`config.mk`:
```
export PLATFORM = sky130hd
export DESIGN_NAME = stable_sorted_priority_queue
export DESIGN_NICKNAME = d
export VERILOG_FILES = /design/src/hdl/ssq_pkg.sv /design/src/hdl/ssq_ctrl.sv /design/src/hdl/ssq_datapath.sv /design/src/hdl/stable_sorted_priority_queue.sv
export SDC_FILE = /design/constraint.sdc
export NUM_CORES = 1
export LEC_CHECK = 0
export BUFFER_PORTS_ARGS = -buffer_cell sky130_fd_sc_hd__buf_2
export CORE_MARGIN = 8
export CORE_UTILIZATION = 45
export CTS_CLUSTER_DIAMETER = 80
export DETAILED_ROUTE_END_ITERATION = 10
export HOLD_SLACK_MARGIN = 0.03
export PLACE_DENSITY = 0.6
export SYNTH_ARGS = -nofsm -noshare
export SYNTH_HDL_FRONTEND = slang
export SYNTH_SLANG_ARGS = --single-unit
```
`constraint.sdc`:
```
create_clock -name clk -period 6.6 [get_ports clk]
set_clock_uncertainty 0.1 [all_clocks]
set_input_delay 1.32 -clock clk [delete_from_list [all_inputs] [get_ports clk]]
set_output_delay 1.32 -clock clk [all_outputs]
set_load 0.02 [all_outputs]
```
`src/hdl/ssq_pkg.sv`:
```
`timescale 1ns / 1ps

package ssq_pkg;

	localparam logic [1:0] REQ_INSERT = 2'd0;
	localparam logic [1:0] REQ_PEEK   = 2'd1;
	localparam logic [1:0] REQ_REMOVE = 2'd2;

	localparam logic [1:0] STAT_OK    = 2'd0;
	localparam logic [1:0] STAT_EMPTY = 2'd1;
	localparam logic [1:0] STAT_FULL  = 2'd2;

	typedef struct packed {
		logic       do_insert;
		logic       do_remove;
		logic       emit;
		logic       zero_head;
		logic [1:0] status;
	} ssq_cmd_t;

	typedef struct packed {
		logic full;
		logic empty;
	} ssq_stat_t;

endpackage

```
`src/hdl/ssq_ctrl.sv`:
```
`timescale 1ns / 1ps

module ssq_ctrl (
	input  logic              clk,
	input  logic              arst_n,
	input  logic              start,
	input  logic [1:0]        req_type,
	input  ssq_pkg::ssq_stat_t stat,
	output ssq_pkg::ssq_cmd_t  cmd,
	output logic              busy,
	output logic              done
);
	import ssq_pkg::*;

	localparam logic ST_IDLE = 1'b0;
	localparam logic ST_RESP = 1'b1;

	logic state_q;
	logic accept;

	assign busy   = 1'b0;
	assign accept = start && !busy;
	assign done   = (state_q == ST_RESP);

	always_ff @(posedge clk or negedge arst_n) begin
		if (!arst_n) begin
			state_q <= ST_IDLE;
		end else begin
			state_q <= accept ? ST_RESP : ST_IDLE;
		end
	end

	always_comb begin
		cmd           = '0;
		cmd.emit      = accept;
		cmd.status    = STAT_OK;
		case (req_type)
			REQ_INSERT: begin
				if (stat.full) begin
					cmd.status = STAT_FULL;
				end else begin
					cmd.do_insert = accept;
				end
			end
			REQ_REMOVE: begin
				if (stat.empty) begin
					cmd.status    = STAT_EMPTY;
					cmd.zero_head = 1'b1;
				end else begin
					cmd.do_remove = accept;
				end
			end
			default: begin
				if (stat.empty) begin
					cmd.status    = STAT_EMPTY;
					cmd.zero_head = 1'b1;
				end
			end
		endcase
	end

endmodule

```
`src/hdl/ssq_datapath.sv`:
```
`timescale 1ns / 1ps

module ssq_datapath #(
	parameter int DEPTH     = 16,
	parameter int TAG_BITS  = 16,
	parameter int PRIO_BITS = 3,
	localparam int CNT_BITS = $clog2(DEPTH + 1)
) (
	input  logic                 clk,
	input  logic                 arst_n,
	input  ssq_pkg::ssq_cmd_t    cmd,
	input  logic [PRIO_BITS-1:0] item_priority,
	input  logic [TAG_BITS-1:0]  item_tag,
	output ssq_pkg::ssq_stat_t   stat,
	output logic                 head_valid,
	output logic [PRIO_BITS-1:0] head_priority,
	output logic [TAG_BITS-1:0]  head_tag,
	output logic [1:0]           status,
	output logic [CNT_BITS-1:0]  fill_count
);
	import ssq_pkg::*;

	logic [PRIO_BITS-1:0] slot_prio_q [DEPTH];
	logic [TAG_BITS-1:0]  slot_tag_q  [DEPTH];
	logic [CNT_BITS-1:0]  count_q;
	logic [CNT_BITS-1:0]  count_d;

	logic [DEPTH-1:0]     le;
	logic [DEPTH-1:0]     ins_here;
	logic [PRIO_BITS-1:0] prev_prio [DEPTH];
	logic [TAG_BITS-1:0]  prev_tag  [DEPTH];
	logic [PRIO_BITS-1:0] next_prio [DEPTH];
	logic [TAG_BITS-1:0]  next_tag  [DEPTH];

	logic                 head_valid_q;
	logic [PRIO_BITS-1:0] head_prio_q;
	logic [TAG_BITS-1:0]  head_tag_q;
	logic [1:0]           status_q;
	logic [CNT_BITS-1:0]  fill_q;

	assign stat.full  = (count_q == CNT_BITS'(DEPTH));
	assign stat.empty = (count_q == '0);

	for (genvar i = 0; i < DEPTH; i++) begin : g_slot
		assign le[i] = (CNT_BITS'(i) < count_q) && (slot_prio_q[i] <= item_priority);

		if (i == 0) begin : g_first
			assign ins_here[i] = !le[i];
			assign prev_prio[i] = item_priority;
			assign prev_tag[i]  = item_tag;
		end else begin : g_rest
			assign ins_here[i] = !le[i] && le[i-1];
			assign prev_prio[i] = ins_here[i] ? item_priority : slot_prio_q[i-1];
			assign prev_tag[i]  = ins_here[i] ? item_tag : slot_tag_q[i-1];
		end

		if (i == DEPTH - 1) begin : g_last
			assign next_prio[i] = slot_prio_q[i];
			assign next_tag[i]  = slot_tag_q[i];
		end else begin : g_mid
			assign next_prio[i] = slot_prio_q[i+1];
			assign next_tag[i]  = slot_tag_q[i+1];
		end

		always_ff @(posedge clk) begin
			if (cmd.do_insert && !le[i]) begin
				slot_prio_q[i] <= prev_prio[i];
				slot_tag_q[i]  <= prev_tag[i];
			end else if (cmd.do_remove) begin
				slot_prio_q[i] <= next_prio[i];
				slot_tag_q[i]  <= next_tag[i];
			end
		end
	end

	always_comb begin
		count_d = count_q;
		if (cmd.do_insert) begin
			count_d = count_q + 1'b1;
		end else if (cmd.do_remove) begin
			count_d = count_q - 1'b1;
		end
	end

	always_ff @(posedge clk or negedge arst_n) begin
		if (!arst_n) begin
			count_q <= '0;
		end else begin
			count_q <= count_d;
		end
	end

	always_ff @(posedge clk) begin
		if (cmd.emit) begin
			status_q     <= cmd.status;
			fill_q       <= count_d;
			head_valid_q <= !cmd.zero_head;
			if (cmd.zero_head) begin
				head_prio_q <= '0;
				head_tag_q  <= '0;
			end else if (cmd.do_insert && ins_here[0]) begin
				head_prio_q <= item_priority;
				head_tag_q  <= item_tag;
			end else begin
				head_prio_q <= slot_prio_q[0];
				head_tag_q  <= slot_tag_q[0];
			end
		end
	end

	assign head_valid    = head_valid_q;
	assign head_priority = head_prio_q;
	assign head_tag      = head_tag_q;
	assign status        = status_q;
	assign fill_count    = fill_q;

endmodule

```
`src/hdl/stable_sorted_priority_queue.sv`:
```
`timescale 1ns / 1ps
// channel   direction  handshake          payload
// request   in         start & !busy      req_type, item_priority, item_tag
// result    out        done (one cycle)   head_valid, head_priority, head_tag, status, fill_count
//
// one request per cycle; busy stays low
// the result shows on the cycle after the request, for one cycle, flagged by done
// insert position comes from a combinational per-slot compare over the shift-register slots
// arst_n clears the entry count and done; slots and result outputs stay unknown until written
// the receiver cannot stall, so a result is never held back

module stable_sorted_priority_queue #(
	parameter int DEPTH     = 16,
	parameter int TAG_BITS  = 16,
	parameter int PRIO_BITS = 3,
	localparam int CNT_BITS = $clog2(DEPTH + 1)
) (
	input  logic                 clk,
	input  logic                 arst_n,
	input  logic                 start,
	output logic                 busy,
	input  logic [1:0]           req_type,
	input  logic [PRIO_BITS-1:0] item_priority,
	input  logic [TAG_BITS-1:0]  item_tag,
	output logic                 done,
	output logic                 head_valid,
	output logic [PRIO_BITS-1:0] head_priority,
	output logic [TAG_BITS-1:0]  head_tag,
	output logic [1:0]           status,
	output logic [CNT_BITS-1:0]  fill_count
);
	import ssq_pkg::*;

	ssq_cmd_t  cmd;
	ssq_stat_t stat;

	ssq_ctrl u_ctrl (
		.clk      (clk),
		.arst_n   (arst_n),
		.start    (start),
		.req_type (req_type),
		.stat     (stat),
		.cmd      (cmd),
		.busy     (busy),
		.done     (done)
	);

	ssq_datapath #(
		.DEPTH     (DEPTH),
		.TAG_BITS  (TAG_BITS),
		.PRIO_BITS (PRIO_BITS)
	) u_datapath (
		.clk           (clk),
		.arst_n        (arst_n),
		.cmd           (cmd),
		.item_priority (item_priority),
		.item_tag      (item_tag),
		.stat          (stat),
		.head_valid    (head_valid),
		.head_priority (head_priority),
		.head_tag      (head_tag),
		.status        (status),
		.fill_count    (fill_count)
	);

endmodule

```
Yosys cells after proc, flatten, opt, wreduce, memory -nomap -nowiden
Memory sizes are Yosys's and may differ from the RTL's.
Cells that the tools add are included.
Widths: inputs -> output; s select.
{"block": "totals", "reg_bits": 33, "latch_bits": 0, "mem_bits_rw": 304, "mem_bits_ro": 0, "input_bits": 24, "output_inout_bits": 29, "elab_cells": 283, "mem_count": 2}
{"block": "op_classes", "add_sub_neg": 2, "n_mul": 0, "div": 0, "n_lt_le_gt_ge": 32, "n_eq_ne": 2, "shift": 0, "n_mux": 140, "n_bitwise": 32, "reduce_logical": 66}
{"name": "u_datapath.slot_tag_q", "depth": 16, "width": 16, "read_ports": 16, "rd_clocked_by_memory_dff": 0, "wr": 16, "line_no": "ssq_datapath.sv:24", "source": "logic [TAG_BITS-1:0] slot_tag_q [DEPTH];"}
{"name": "u_datapath.slot_prio_q", "depth": 16, "width": 3, "read_ports": 16, "rd_clocked_by_memory_dff": 0, "wr": 16, "line_no": "ssq_datapath.sv:23", "source": "logic [PRIO_BITS-1:0] slot_prio_q [DEPTH];"}
{"cell": "$mux 16", "count": 32}
{"cell": "$mux 3", "count": 33}
{"cell": "$mux 1", "count": 71}
{"cell": "$le 3x3->1", "count": 16}
{"cell": "$logic_and 1x1->1", "count": 47}
{"cell": "$lt 4x5->1 const A", "count": 8}
{"cell": "$or 1x1->1", "count": 32}
{"cell": "$lt 3x5->1 const A", "count": 4}
{"cell": "$logic_not 1->1", "count": 17}
{"cell": "$lt 1x5->1 const A", "count": 2}
{"cell": "$lt 2x5->1 const A", "count": 2}
{"cell": "$mux 5", "count": 2}
{"cell": "$add 5x1->5 const B", "count": 1}
{"cell": "$eq 5x5->1 const B", "count": 1}
{"cell": "$logic_not 5->1", "count": 1}
{"cell": "$sub 5x1->5 const B", "count": 1}
{"cell": "$mux 2", "count": 2}
{"cell": "$eq 2x2->1 const B", "count": 1}
{"cell": "$logic_not 2->1", "count": 1}

Logic depth before layout (Yosys ltp)
An unclocked memory read counts as a cell.
{"block": "depth", "depth_word": 8, "ltp_mapped": 10, "depth_no_buf": 7}

Cells and area by module
A second synthesis with hierarchy kept.
{"block": "unflattened", "hier_cells": 1788, "area_unflattened_um2": 19416.1}
{"mod": "ssq_datapath", "n_inst": 1, "cells_per_inst": 1779, "area_per_inst_um2": 19322.3, "seq_area_each_um2": 10064.7}
{"mod": "ssq_ctrl", "n_inst": 1, "cells_per_inst": 9, "area_per_inst_um2": 93.8, "seq_area_each_um2": 25.0}

Worst setup path after synthesis
OpenSTA, ideal clock, no wires.
{"block": "synth_path", "path_type": "in2reg", "start": "input item_priority[1]", "end": "memory u_datapath.slot_prio_q[11][1] (netlist: u_datapath.slot_prio_q[2][10]), enable pin", "t_arrival_ns": 4.340, "path_slack_ns": 1.739, "cell_stages": 7, "n_path_buf": 2, "path_cell_list": "clkbuf_1 > inv_1 > ha_1 > and3_1 > o32a_1 > clkbuf_1 > o21ai_0"}
{"item": "start: declaration", "line_no": "stable_sorted_priority_queue.sv:23", "source": "input logic [PRIO_BITS-1:0] item_priority,"}
{"item": "end: declaration", "line_no": "ssq_datapath.sv:23"}

==> results.rst <==
.. list-table::
   :header-rows: 1

   * - Metric
     - Value
   * - Run status
     - finished, final reports clean
   * - Sum Neg Setup Slack
     - 0 ns
   * - Post-Synthesis Mean Instance Area
     - between 10 and 15 sq um
   * - Routability congestion estimate from global placement
     - between 0.8 and 0.9
   * - Net count of the finished layout
     - roughly 1800
   * - CTS H-tree lvls
     - 2
   * - Count of boundary I/O pins
     - 53
   * - Clock tree from TritonCTS
     - yes
   * - Clock latency at the later pin of the worst-skew pair
     - approximately 0.57 ns
   * - Number of DRC violations after detailed-routing iteration 0
     - about 1900
   * - Number of unique standard cell types used by synthesis
     - 62
   * - Aggregate global-route resource usage
     - 0.2518
   * - Number of max-capacitance violations reported
     - 0
   * - Timing startpoint of the critical path
     - item_priority[2]
   * - Placement row count
     - 74
   * - Leakage Power
     - 7.121 nW
   * - Origin of the worst min-delay path
     - u_datapath.slot_tag_q[1][3]
   * - Top fanout value on the critical path
     - 24
   * - Async set-or-reset flop fraction in the synthesized netlist
     - 0.01780
   * - Sum of routed wire length over all layers
     - ~62000 um
   * - Number of nets in the synthesized netlist
     - ~1900
   * - Max-slew violation count
     - 0
   * - Syn-to-layout area delta
     - 9.451%
   * - CTS max path bufs
     - 3
   * - Most instantiated flip-flop cell in the synthesis netlist
     - sky130_fd_sc_hd__edfxtp_1
   * - Required time of the critical path
     - 6.77 ns
   * - Post-CTS setup buffer count
     - 0
   * - Min-Delay Path Depth
     - 2
   * - Overall die height
     - approximately 220 um
   * - Die width
     - between 200 and 250 um
   * - Total chip power
     - slightly below 8 mW
   * - Worst vdd rail ir drop
     - around 0.19 mV
   * - Part of the Yosys area used for sequential elements
     - 0.5409
   * - Crit path kind
     - input port to flip-flop
   * - Final std cells w/o fill
     - approximately 2300
   * - Power per cell area
     - ~380 nW/um^2
   * - Mapped cell area
     - 18650 sq um
   * - Max Clk Rate
     - between 0.2 and 0.25 GHz
   * - Via/cell ratio
     - roughly 6.6
   * - Core area
     - ~40000 sq um
   * - Cell chosen for the clock root
     - sky130_fd_sc_hd__clkbuf_16
   * - CP Capture Type
     - flip-flop
   * - Min cycle time layout
     - 4.442 ns
   * - Number of buffers created by CTS
     - 40
   * - Avg WL per Cell
     - about 27 um
   * - Number of detailed-routing iterations run before antenna repair
     - 6
   * - Startpoint of the worst register-to-register path
     - u_datapath.count_q[0]
   * - Starting density of the core
     - 0.4558
   * - Clock transition at the registers of the reported paths
     - 0.07 ns
   * - DR vias
     - between 15000 and 20000
   * - Post-detailed-route count of antenna-violating nets
     - 0
   * - Path depth of the worst reg2reg path
     - 6
   * - Startpoint type of the worst setup path
     - input port
   * - Remaining global-route overflow
     - 0
   * - Sink Count
     - around 340
   * - Gate Count Post-Synth
     - between 1500 and 2000
   * - Count of instances resized after the clock tree is built
     - 0
   * - Wire length of the first global-routing pass
     - ~93000 um
   * - Number of enable flip-flop cells after synthesis
     - about 330
   * - Number of placed instances with taps included
     - about 2200
   * - Number of flip-flops and latches in the synthesized netlist
     - between 300 and 400
   * - Die Outline Area
     - between 40000 and 50000 sq um
   * - Period utilisation layout
     - 0.6730
   * - Data arrival time at the worst-slack endpoint
     - between 4 and 5 ns
   * - Max-slew headroom
     - 0.1638
   * - Transition time at the pin with the least slew margin
     - 1.254 ns
   * - HPWL after DPL
     - a little over 40000 um
   * - Number of antenna violations at the first check in global routing
     - 1
   * - Unrepaired setup endpoints after global routing
     - false
   * - Maximum number of pins on one net before global-route repair
     - 230
   * - Warnings from Yosys
     - 0
   * - Number of hold violations in the final report
     - 0
   * - Worst min-delay path category
     - flip-flop to flip-flop
   * - WHS
     - approximately 0.45 ns
   * - Final cell utilization of the core
     - 0.4989
   * - Share of post-route cells with drive strength above 1
     - 0.1298
   * - Number of global-route vias before repair
     - 14570
   * - Final setup violation count
     - 0
   * - Remaining design rule violation count
     - 0
   * - Quantity of I/O buffers inserted on ports
     - between 50 and 60
   * - Filler instances
     - 3727
   * - Count of hold buffers inserted by post-cts repair
     - 0
[report_power, final]
| group | internal [mW] | leakage (nW) | switching, mW |
|---|---|---|---|
| clock network | 1.20 | 0.597 | 0.907 |
| logic | 0.875 | 3.37 | 1.69 |
| registers | 2.90 | 3.15 | 0.254 |
[worst paths after layout]
path,to,slack (ns)
max in group asynchronous,u_datapath.count_q[3],5.77
hold reg to reg,u_datapath.slot_tag_q[0][3],0.45
setup reg to reg,u_datapath.slot_tag_q[10][14],2.57
setup / recovery,u_datapath.slot_prio_q[0][3],2.16
min in group asynchronous,u_ctrl.done,0.48
hold / removal,u_datapath.slot_tag_q[0][3],0.45
[cell type report]
| cell class | instances | area [sq um] | area share |
|---|---|---|---|
| Sequential cell | 337 | 10090 | 0.4942 |
| Multi-Input combinational cell | 1246 | 7797 | 0.3819 |
| Clock buffer | 51 | 1084 | 0.05307 |
| Tap cell | 532 | 665.6 | 0.03260 |
| Timing Repair Buffer | 82 | 513.0 | 0.02513 |
| Inverter | 37 | 138.9 | 0.006802 |
| Clock inverter | 19 | 121.4 | 0.005944 |
| Antenna cell | 3 | 7.507 | 0.0003677 |
[cell usage in the layout (no fill, tap or decap), drive strengths merged, types with 4 or more instances in the layout]
master  synthesis  layout
clkbuf        112      51
inv            37      40
o311ai          4       4
a221o          72      72
nand2         273     273
nor2           93      93
buf            61      82
a211oi         11      11
and2           24      24
nand2b         18      18
dfrtp           6       6
o221ai          5       5
o221a          19      19
mux2           36      36
a31oi          82      82
o31a            4       4
ha             52      52
edfxtp        331     331
clkinv          0      15
o21ai         124     124
mux2i           4       4
and3            5       5
a21oi         141     141
o211ai        129     129
a22oi           6       6
a211o           6       6
nand3          92      92
or2             6       6
[registers in the layout (all words and copies together) (netlist names)]
name and flops:
u_datapath.slot_tag_q 256, u_datapath.head_tag 16, u_datapath.slot_prio_q 48, u_datapath.head_valid 1
u_ctrl.done 1, u_datapath.count_q 5, u_datapath.fill_count 5, u_datapath.status 2
u_datapath.head_priority 3
[stage by stage]
| step | setup WS (ns) | cell area, sq um |
|---|---|---|
| 2_1_floorplan | 1.739 | 18650 |
| 5_1_grt | 1.947 | 20410 |
| 4_1_cts | 2.207 | 20410 |
| 3_3_place_gp | 1.668 | 19200 |
| 3_5_place_dp | 1.586 | 19200 |
| 6_report | 2.158 | 20420 |
[cells by family after synthesis]
| family | Yosys count | synth area share |
|---|---|---|
| compound gates | 624 | 0.2311 |
| simple gates | 525 | 0.1214 |
| flops | 337 | 0.5409 |
| buf+inv | 210 | 0.04581 |
| fa+ha+maj | 52 | 0.03488 |
| mux | 40 | 0.02388 |
| xor+xnor | 4 | 0.001878 |
| other cells | 1 | 0.0002010 |
[synth_stat cells, types with 4 or more instances]
cell type / number / area, sq um
sky130_fd_sc_hd__clkbuf_1: 112 / 420.4
sky130_fd_sc_hd__a221o_1: 72 / 720.7
sky130_fd_sc_hd__nor2_1: 93 / 349.1
sky130_fd_sc_hd__a31oi_1: 82 / 513.0
sky130_fd_sc_hd__mux2_2: 36 / 405.4
sky130_fd_sc_hd__o21ai_0: 121 / 605.6
sky130_fd_sc_hd__o221a_2: 19 / 214.0
sky130_fd_sc_hd__nand2b_1: 18 / 112.6
sky130_fd_sc_hd__o221ai_1: 5 / 43.79
sky130_fd_sc_hd__a211o_1: 6 / 52.55
sky130_fd_sc_hd__nand2_1: 273 / 1025
sky130_fd_sc_hd__o211ai_1: 119 / 893.4
sky130_fd_sc_hd__and3_1: 5 / 31.28
sky130_fd_sc_hd__a21oi_1: 141 / 705.7
sky130_fd_sc_hd__inv_1: 36 / 135.1
sky130_fd_sc_hd__dfrtp_1: 6 / 150.1
sky130_fd_sc_hd__and2_1: 24 / 150.1
sky130_fd_sc_hd__a211oi_1: 10 / 75.07
sky130_fd_sc_hd__mux2i_1: 4 / 40.04
sky130_fd_sc_hd__buf_2: 38 / 190.2
sky130_fd_sc_hd__o211ai_2: 10 / 125.1
sky130_fd_sc_hd__buf_1: 19 / 71.32
sky130_fd_sc_hd__ha_1: 52 / 650.6
sky130_fd_sc_hd__o31a_1: 4 / 35.03
sky130_fd_sc_hd__nand3_1: 92 / 460.4
sky130_fd_sc_hd__edfxtp_1: 331 / 9940
sky130_fd_sc_hd__a22oi_1: 6 / 45.04
[routing by layer]
layer / wire (um) / vias to the layer above / global-route usage
met2: 27350 / 793 / 0.3765
met3: 6022 / 146 / 0.05498
met1: 25880 / 7510 / 0.3437
met4: 3055 / 4 / 0.1233
li1: - / 6764 / -
met5: 17 / - / 0
[critical path, stage by stage]
cell and delay, ns:
sky130_fd_sc_hd__buf_2 0.18, sky130_fd_sc_hd__inv_1 0.62, sky130_fd_sc_hd__ha_1 0.37, sky130_fd_sc_hd__o21ai_0 0.37, sky130_fd_sc_hd__a2bb2oi_2 0.46, sky130_fd_sc_hd__buf_4 0.37
sky130_fd_sc_hd__and2_1 0.76, sky130_fd_sc_hd__o311ai_1 0.15
Power figures use the tool's default switching activity.
